### src/hdl/ifmt_pkg.sv
`default_nettype none

package ifmt_pkg;

  localparam int VALUE_W = 64;
  localparam int BCD_DIGITS = 20;
  localparam int BCD_W = 4 * BCD_DIGITS;
  localparam int IN_W = 88;

  // conversion codes
  localparam logic [2:0] CONV_SDEC = 3'd0;
  localparam logic [2:0] CONV_UDEC = 3'd1;
  localparam logic [2:0] CONV_LHEX = 3'd2;
  localparam logic [2:0] CONV_UHEX = 3'd3;
  localparam logic [2:0] CONV_OCT  = 3'd4;

  // operand size codes
  localparam logic [1:0] WS_8  = 2'd0;
  localparam logic [1:0] WS_16 = 2'd1;
  localparam logic [1:0] WS_32 = 2'd2;
  localparam logic [1:0] WS_64 = 2'd3;

  localparam logic [VALUE_W-1:0] MASK_8  = 64'h0000_0000_0000_00ff;
  localparam logic [VALUE_W-1:0] MASK_16 = 64'h0000_0000_0000_ffff;
  localparam logic [VALUE_W-1:0] MASK_32 = 64'h0000_0000_ffff_ffff;

  localparam logic [7:0] CH_ZERO  = 8'h30;
  localparam logic [7:0] CH_BLANK = 8'h20;
  localparam logic [7:0] CH_MINUS = 8'h2d;
  localparam logic [7:0] CH_PLUS  = 8'h2b;
  localparam logic [7:0] CH_LX    = 8'h78;
  localparam logic [7:0] CH_UX    = 8'h58;
  // offsets from the character after '9' to 'A' and to 'a'
  localparam logic [7:0] HEX_UPPER_ADD = 8'd7;
  localparam logic [7:0] HEX_LOWER_ADD = 8'd39;

  typedef enum logic [5:0] {
    S_IDLE  = 6'b000001,
    S_CONV  = 6'b000010,
    S_DIGIT = 6'b000100,
    S_OCT   = 6'b001000,
    S_PLAN  = 6'b010000,
    S_EMIT  = 6'b100000
  } state_t;

endpackage

`default_nettype wire

### src/hdl/ifmt_ram.sv
`default_nettype none

module ifmt_ram #(
  parameter int WIDTH = 8,
  parameter int DEPTH = 64
) (
  input  logic                     clk,
  input  logic                     we,
  input  logic [$clog2(DEPTH)-1:0] waddr,
  input  logic [WIDTH-1:0]         wdata,
  input  logic                     re,
  input  logic [$clog2(DEPTH)-1:0] raddr,
  output logic [WIDTH-1:0]         rdata
);

  logic [WIDTH-1:0] mem [DEPTH];

  always_ff @(posedge clk) begin
    if (we) begin
      mem[waddr] <= wdata;
    end
    if (re) begin
      rdata <= mem[raddr];
    end
  end

endmodule

`default_nettype wire

### src/hdl/integer_text_formatter.sv
`default_nettype none

// channel  dir  width        contents
// s_*      in   88 + hs      one integer with its format
// m_*      out  8 + last     one character of the formatted text per transfer
//
// decimal conversions first run shift-and-adjust binary to bcd (none for hex or octal); then
// each digit is written to the digit memory, followed by a stop step, the octal leading zero
// step, planning, the output characters one at a time with a drain of the emit pipeline, and
// the idle state that takes the next item. s_tready is high only while idle; stalls on m_*
// hold the emit pipeline. rst clears the control state; the digit memory needs no clearing.

module integer_text_formatter #(
  parameter int MAX_CHARS = 64
) (
  input  logic                        clk,
  input  logic                        rst,
  input  logic                        s_tvalid,
  output logic                        s_tready,
  // value[63:0] word_size[65:64] conversion[68:66] field_width[75:69]
  // min_digits[81:76] alt_form[82] force_plus[83] space_sign[84]
  // left_align[85] zero_pad[86] zero[87]
  input  logic [ifmt_pkg::IN_W-1:0]   s_tdata,
  output logic                        m_tvalid,
  input  logic                        m_tready,
  // out_char[7:0]
  output logic [7:0]                  m_tdata,
  output logic                        m_tlast
);

  import ifmt_pkg::*;

  localparam int NW = $clog2(MAX_CHARS + 1);
  localparam int BW = NW + 1;
  localparam int AW = $clog2(MAX_CHARS);

  state_t state;

  // input fields
  logic [VALUE_W-1:0] in_value;
  logic [1:0]         in_ws;
  logic [2:0]         in_conv;
  logic [6:0]         in_width;
  logic [5:0]         in_prec;
  logic               in_alt, in_plus, in_space, in_left, in_zpad;
  logic               in_neg, in_hex, in_upper;
  logic [VALUE_W-1:0] in_mag, in_masked;
  logic [NW-1:0]      in_prec_eff, in_width_eff;
  logic [1:0]         in_plen;
  logic [7:0]         in_pfx0, in_pfx1;
  logic               accept;

  // item registers
  logic          is_oct, upper, left, zpad;
  logic [NW-1:0] prec, width_sat, nd;
  logic [1:0]    plen;
  logic [7:0]    pfx0, pfx1;
  logic [VALUE_W-1:0] sh;
  logic [BCD_W-1:0]   work, bcd_next;
  logic [5:0]    dd_cnt;
  logic          last_nz;

  // digit stage
  logic [3:0] dig;
  logic [7:0] dig_char;
  logic       more;

  // plan and emit
  logic [BW-1:0] used, pad, lp, zp, b1, b2, b3, b4, total, k, sum_all, rd_idx;
  logic [BW-1:0] b1_n, b2_n, b3_n, b4_n;
  logic       issue, advance_out, p1_move;
  logic       p1_v, p1_ram, p1_last;
  logic [7:0] p1_char, sel_char;
  logic       sel_ram;

  // digit memory
  logic          ram_we;
  logic [AW-1:0] ram_waddr;
  logic [7:0]    ram_wdata, ram_rdata;

  assign in_value = s_tdata[63:0];
  assign in_ws    = s_tdata[65:64];
  assign in_conv  = s_tdata[68:66];
  assign in_width = s_tdata[75:69];
  assign in_prec  = s_tdata[81:76];
  assign in_alt   = s_tdata[82];
  assign in_plus  = s_tdata[83];
  assign in_space = s_tdata[84];
  assign in_left  = s_tdata[85];
  assign in_zpad  = s_tdata[86];

  assign s_tready = (state == S_IDLE);
  assign accept   = s_tvalid && s_tready;

  always_comb begin
    in_neg   = (in_conv == CONV_SDEC) && in_value[VALUE_W-1];
    in_hex   = (in_conv == CONV_LHEX) || (in_conv == CONV_UHEX);
    in_upper = (in_conv == CONV_UHEX);
    in_mag   = in_neg ? (VALUE_W'(0) - in_value) : in_value;
    case (in_ws)
      WS_8:    in_masked = in_mag & MASK_8;
      WS_16:   in_masked = in_mag & MASK_16;
      WS_32:   in_masked = in_mag & MASK_32;
      WS_64:   in_masked = in_mag;
      default: in_masked = in_mag;
    endcase

    if (in_prec == 6'd0) begin
      in_prec_eff = NW'(1);
    end else if (int'(in_prec) > MAX_CHARS - 2) begin
      in_prec_eff = NW'(MAX_CHARS - 2);
    end else begin
      in_prec_eff = NW'(in_prec);
    end
    if (int'(in_width) > MAX_CHARS) begin
      in_width_eff = NW'(MAX_CHARS);
    end else begin
      in_width_eff = NW'(in_width);
    end

    // a sign prefix replaces the 0x prefix
    in_plen = 2'd0;
    in_pfx0 = CH_ZERO;
    in_pfx1 = in_upper ? CH_UX : CH_LX;
    if (in_hex && in_alt && (in_masked != '0)) begin
      in_plen = 2'd2;
    end
    if (in_conv != CONV_UDEC) begin
      if (in_neg) begin
        in_pfx0 = CH_MINUS;
        in_plen = 2'd1;
      end else if (in_plus) begin
        in_pfx0 = CH_PLUS;
        in_plen = 2'd1;
      end else if (in_space) begin
        in_pfx0 = CH_BLANK;
        in_plen = 2'd1;
      end
    end
  end

  // shift-and-add-3 step
  always_comb begin
    logic [BCD_W-1:0] adj;
    adj = work;
    for (int i = 0; i < BCD_DIGITS; i++) begin
      if (work[4*i +: 4] >= 4'd5) begin
        adj[4*i +: 4] = work[4*i +: 4] + 4'd3;
      end
    end
    bcd_next = {adj[BCD_W-2:0], sh[VALUE_W-1]};
  end

  always_comb begin
    dig = is_oct ? {1'b0, work[2:0]} : work[3:0];
    if (dig > 4'd9) begin
      dig_char = CH_ZERO + {4'd0, dig} + (upper ? HEX_UPPER_ADD : HEX_LOWER_ADD);
    end else begin
      dig_char = CH_ZERO + {4'd0, dig};
    end
    more = ((nd < prec) || (work != '0)) && (nd < NW'(MAX_CHARS));
  end

  always_comb begin
    ram_we    = 1'b0;
    ram_waddr = nd[AW-1:0];
    ram_wdata = dig_char;
    if (state == S_DIGIT && more) begin
      ram_we = 1'b1;
    end else if (state == S_OCT && is_oct && last_nz && (nd < NW'(MAX_CHARS))) begin
      ram_we    = 1'b1;
      ram_wdata = CH_ZERO;
    end
  end

  // field layout: blanks, prefix, zeros, digits, right blanks
  always_comb begin
    used    = BW'(nd) + BW'(plen);
    pad     = (BW'(width_sat) > used) ? (BW'(width_sat) - used) : '0;
    lp      = (!left && !zpad) ? pad : '0;
    zp      = (zpad && !left) ? pad : '0;
    b1_n    = lp;
    b2_n    = lp + BW'(plen);
    b3_n    = b2_n + zp;
    b4_n    = b3_n + BW'(nd);
    sum_all = pad + used;
  end

  assign advance_out = !m_tvalid || m_tready;
  assign p1_move     = p1_v && advance_out;
  assign issue       = (state == S_EMIT) && (k < total) && (!p1_v || p1_move);
  assign rd_idx      = b4 - BW'(1) - k;

  always_comb begin
    sel_ram  = 1'b0;
    sel_char = CH_BLANK;
    if (k < b1) begin
      sel_char = CH_BLANK;
    end else if (k < b2) begin
      sel_char = (k == b1) ? pfx0 : pfx1;
    end else if (k < b3) begin
      sel_char = CH_ZERO;
    end else if (k < b4) begin
      sel_ram = 1'b1;
    end
  end

  ifmt_ram #(
    .WIDTH (8),
    .DEPTH (MAX_CHARS)
  ) u_digits (
    .clk   (clk),
    .we    (ram_we),
    .waddr (ram_waddr),
    .wdata (ram_wdata),
    .re    (issue),
    .raddr (rd_idx[AW-1:0]),
    .rdata (ram_rdata)
  );

  always_ff @(posedge clk) begin
    if (rst) begin
      state <= S_IDLE;
    end else begin
      case (state)
        S_IDLE: begin
          if (accept && (in_conv <= CONV_OCT)) begin
            state <= (in_conv == CONV_SDEC || in_conv == CONV_UDEC) ? S_CONV : S_DIGIT;
          end
        end
        S_CONV: begin
          if (dd_cnt == 6'(VALUE_W - 1)) begin
            state <= S_DIGIT;
          end
        end
        S_DIGIT: begin
          if (!more) begin
            state <= S_OCT;
          end
        end
        S_OCT:  state <= S_PLAN;
        S_PLAN: state <= S_EMIT;
        S_EMIT: begin
          if (k == total && !p1_v) begin
            state <= S_IDLE;
          end
        end
        default: state <= S_IDLE;
      endcase
    end
  end

  always_ff @(posedge clk) begin
    case (state)
      S_IDLE: begin
        is_oct    <= (in_conv == CONV_OCT);
        upper     <= in_upper;
        left      <= in_left;
        zpad      <= in_zpad && (in_prec == 6'd0);
        prec      <= in_prec_eff;
        width_sat <= in_width_eff;
        plen      <= in_plen;
        pfx0      <= in_pfx0;
        pfx1      <= in_pfx1;
        sh        <= in_masked;
        work      <= (in_conv == CONV_SDEC || in_conv == CONV_UDEC) ? '0 : BCD_W'(in_masked);
        dd_cnt    <= '0;
        nd        <= '0;
        last_nz   <= 1'b0;
      end
      S_CONV: begin
        work   <= bcd_next;
        sh     <= {sh[VALUE_W-2:0], 1'b0};
        dd_cnt <= dd_cnt + 6'd1;
      end
      S_DIGIT: begin
        if (more) begin
          work    <= is_oct ? (work >> 3) : (work >> 4);
          nd      <= nd + NW'(1);
          last_nz <= (dig != 4'd0);
        end
      end
      S_OCT: begin
        if (ram_we) begin
          nd <= nd + NW'(1);
        end
      end
      S_PLAN: begin
        b1    <= b1_n;
        b2    <= b2_n;
        b3    <= b3_n;
        b4    <= b4_n;
        total <= (sum_all > BW'(MAX_CHARS)) ? BW'(MAX_CHARS) : sum_all;
        k     <= '0;
      end
      S_EMIT: begin
        if (issue) begin
          k <= k + BW'(1);
        end
      end
      default: begin
      end
    endcase
  end

  // one character in flight while the memory read completes
  always_ff @(posedge clk) begin
    if (rst) begin
      p1_v <= 1'b0;
    end else if (issue) begin
      p1_v <= 1'b1;
    end else if (p1_move) begin
      p1_v <= 1'b0;
    end
    if (issue) begin
      p1_ram  <= sel_ram;
      p1_char <= sel_char;
      p1_last <= (k + BW'(1) == total);
    end
  end

  always_ff @(posedge clk) begin
    if (rst) begin
      m_tvalid <= 1'b0;
    end else if (advance_out) begin
      m_tvalid <= p1_v;
    end
    if (advance_out && p1_v) begin
      m_tdata <= p1_ram ? ram_rdata : p1_char;
      m_tlast <= p1_last;
    end
  end

  a_idle_drained: assert property (@(posedge clk) disable iff (rst)
    (state == S_IDLE) |-> !p1_v)
    else $error("emit pipeline not drained when idle");

  a_write_phase: assert property (@(posedge clk) disable iff (rst)
    ram_we |-> ((state == S_DIGIT) || (state == S_OCT)))
    else $error("digit memory written outside digit phase");

  a_digit_bound: assert property (@(posedge clk) disable iff (rst)
    (state == S_PLAN) |-> ((nd != '0) && (nd <= NW'(MAX_CHARS))))
    else $error("digit count out of range");

  a_issue_bound: assert property (@(posedge clk) disable iff (rst)
    issue |=> (k <= total))
    else $error("character index ran past field end");

  a_last_ends: assert property (@(posedge clk) disable iff (rst)
    (issue && p1_last && p1_v && p1_move) |-> 1'b0)
    else $error("character issued after the last one");

endmodule

`default_nettype wire
### config.mk
export PLATFORM = sky130hd
export DESIGN_NAME = integer_text_formatter
export DESIGN_NICKNAME = d
export VERILOG_FILES = /design/src/hdl/ifmt_pkg.sv /design/src/hdl/ifmt_ram.sv /design/src/hdl/integer_text_formatter.sv
export SDC_FILE = /design/constraint.sdc
export NUM_CORES = 1
export LEC_CHECK = 0
export BUFFER_PORTS_ARGS = -buffer_cell sky130_fd_sc_hd__buf_4
export CORE_MARGIN = 4
export CORE_UTILIZATION = 42
export CTS_CLUSTER_DIAMETER = 100
export DETAILED_ROUTE_END_ITERATION = 7
export GPL_ROUTABILITY_DRIVEN = 0
export GPL_TIMING_DRIVEN = 1
export HOLD_SLACK_MARGIN = 0.1
export SETUP_SLACK_MARGIN = 0.02
export SKIP_CTS_REPAIR_TIMING = 1
export SLEW_MARGIN = 15
export SYNTH_ARGS = -nofsm -noshare
export SYNTH_HDL_FRONTEND = slang
export SYNTH_SLANG_ARGS = --single-unit
### constraint.sdc
create_clock -name clk -period 7.28 [get_ports clk]
set_clock_uncertainty 0.05 [all_clocks]
set_input_delay 1.092 -clock clk [delete_from_list [all_inputs] [get_ports clk]]
set_output_delay 1.092 -clock clk [all_outputs]
set_load 0.1 [all_outputs]
==> results_dict.tcl <==
set metrics [dict create \
    synth_edf_count 702 \
    crit_chain "inv_1 > fa_1 > nand3b_1 > xnor2_1 > inv_1 > ha_1 > o21ai_1 > a21oi_1 > o21ai_1 > buf_4 > nor3_1 > ha_1 > fa_1 > inv_1 > fa_1 > inv_1 > ha_1 > a21o_1 > a21oi_1 > o21bai_1 > a21oi_1 > o21bai_1 > a21oi_1 > xnor2_1" \
    p_seq_frac 0.420 \
    placed_cell_area_um2 38000 \
    port_buffers 100 \
    r2r_setup_slack_ps 970 \
    ys_types 80 \
    p_per_area_nw_per_um2 380 \
    drive_above_1_share 0.160 \
    endpoint_kind "register" \
    switching_power_mw 5.47 \
    track_usage 0.196 \
    rsz0062_at_grt "no" \
    fillers 7267 \
    relSlewSlack 0.258 \
    regArea_um2 21200 \
    layout_commonest_cell "edfxtp_1" \
    finalHoldViolCount 0 \
    yosys_warnings 0 \
    ios 103 \
    clk_latency_ps 650 \
    globalRouteOverflowTotal 0 \
    ys_seq_elements 710 \
    required_ps 7620 \
    grt_pass1_wl_mm 137 \
    avgSynthCellArea_um2 13.6 \
    max_cap_violations 0 \
    hold_end "m_tlast" \
    cpLargestDelayFamily "adder cells" \
    yosysTopAreaCellShare 0.588 \
    grt_max_degree 100 \
    setup_viol 0 \
    drv_slew 0 \
    r2r_start "nd[1]" \
    syn_inst 2630 \
    fin_crit_ps 6310 \
    root_buffer "clkbuf_16" \
    combPwrFrac 0.323 \
    min_path_type "reg -> reg" \
    num_rows 106 \
    hpwl_mm 60.6 \
    syn_to_final_growth_pct 13.4 \
    grt_pass1_vias 22300 \
    synth_flop_cell "edfxtp_1" \
    yosysTopAreaCell "edfxtp_1" \
    antenna_left 0 \
    p_clk_frac 0.257 \
    sw_frac_of_total 0.355 \
    antenna_found_initial 3 \
    drcViolationCount 0 \
    first_iter_violations 1954 \
    clk_pin_slew_ps 60 \
    crit_arrival_ps 6640 \
    final_cell_area_um2 40600 \
    viasPerCell 5.64 \
    htreeDepth 3 \
    die_area_um2 90000 \
    crit_buf_inv 5 \
    status "completed" \
    setup-tns-final_ps 0 \
    cts_made_buffers 78 \
    irDropWorstVdd_uv 277 \
    die_h_um 300 \
    ys_seq_area_frac 0.593 \
    hold_depth 0 \
    worstMarginPinSlew_ps 1110 \
    p_int_mw 9.94 \
    multi_input_area_um2 13700 \
    reg2reg_depth 24 \
    first_pass_iters 5 \
    regToRegEndpoint "b4[7]" \
    synth.area.top_cells "edfxtp_1, mux4_2, ha_1" \
    cp-start-kind "register" \
    slowest_stage "edfxtp_1" \
    clock-sinks 710 \
    min-delay-start "p1_last" \
    worstPathMaxFanout 15 \
    initial_core_util 0.426 \
    p_total_mw 15.4 \
    fmax_mhz 159 \
    coreArea_um2 84100 \
    pre_cts_ws_ps 977 \
    layout_common_cells "edfxtp_1, nand2_1, nor2_1, ha_1, buf_4" \
    route.vias.total 22200 \
    die_w_um 300 \
    cp_slowest_stage_delay_ps 590 \
    criticalPathCategory "reg -> reg" \
    final_nets 2980 \
    holdWs_ps 399 \
    async_reset_ff_frac 0 \
    layout_setup_ws_ps 974 \
    routedWlPerCell_um 22.8 \
    cts_buffer_depth 3 \
    cts_tree "yes" \
    routed_wirelength_mm 89.7 \
    p_leak_nw 14.2 \
    post-route-period-util 0.866 \
    synth_area_um2 35800 \
]
[power groups by stage]
stage                     clock network (mW)  logic (mW)  registers (mW)
after detailed placement                   0        4.97            6.55
after floorplan                            0        3.47            6.42
final                                   3.96        4.97            6.48
after global routing                    4.21        5.50            6.55
after global placement                     0        4.80            6.53
after CTS                               4.02        4.99            6.47
[how the worst max path moves through the flow]
| stage | from | end | cells past startpoint | slack (ps) |
|---|---|---|---|---|
| 2_1_floorplan | work[0] | u_digits.mem[0][1] | 7 | 1190 |
| 3_3_place_gp | nd[1] | b4[7] | 24 | 1160 |
| 3_5_place_dp | nd[1] | b4[7] | 24 | 980 |
| 4_1_cts | nd[1] | b4[7] | 24 | 950 |
| 5_1_grt | nd[1] | b4[7] | 25 | 460 |
| 6_report | nd[1] | b4[7] | 24 | 970 |
[cell type report]
type | count | share of cell area
repair buffers | 143 | 0.0271
flip-flops and latches | 710 | 0.523
clock inverters | 47 | 0.0141
diodes | 1 | 0.0000616
well taps | 1134 | 0.0349
clock buffers | 95 | 0.0496
multi-input cells | 1664 | 0.338
inverters | 141 | 0.0130
[logic make-up after synthesis]
kind of cell,count (synthesis),share of synthesized area
adder cells (fa/ha/maj),150,0.0539
AO/OA/AOI/OAI,438,0.0789
multiplexers,228,0.113
XOR/XNOR,142,0.0347
other,1,0.000105
AND/OR/NAND/NOR,704,0.0991
buffers and inverters,257,0.0275
flip-flops,710,0.593
[cells in the mapped netlist (all sizes together), types with 27 or more instances]
cell type,n
nor3,41
ha,143
buf,31
nand3,30
nor3b,31
mux2i,81
nor4,27
nand2,205
nor2b,33
clkbuf,85
mux4,140
o21ai,102
edfxtp,702
a21o,31
xor2,52
a21oi,123
xnor2,90
nor2,205
inv,141
nand2b,32
o221ai,35
[per-layer routing]
layer  part of all wire  track usage
met5            0.00030            0
met4              0.025       0.0535
met3              0.048       0.0284
met2               0.49        0.331
met1               0.43        0.269
[per-stage QoR]
stage                util  instances
floorplan               -       2631
global placement    0.452       3792
detailed placement  0.452       3792
CTS                 0.483       3934
global route        0.483       3934
finish              0.483       3935
[sequential cells by signal, summed over array words and instances, names as in the netlist, 8 cells and up]
signal and count:
b3 8, k 8, u_digits.mem 448, sh 64, b4 8, work 80
b1 8, b2 8, total 8
Power figures use the tool's default switching activity.
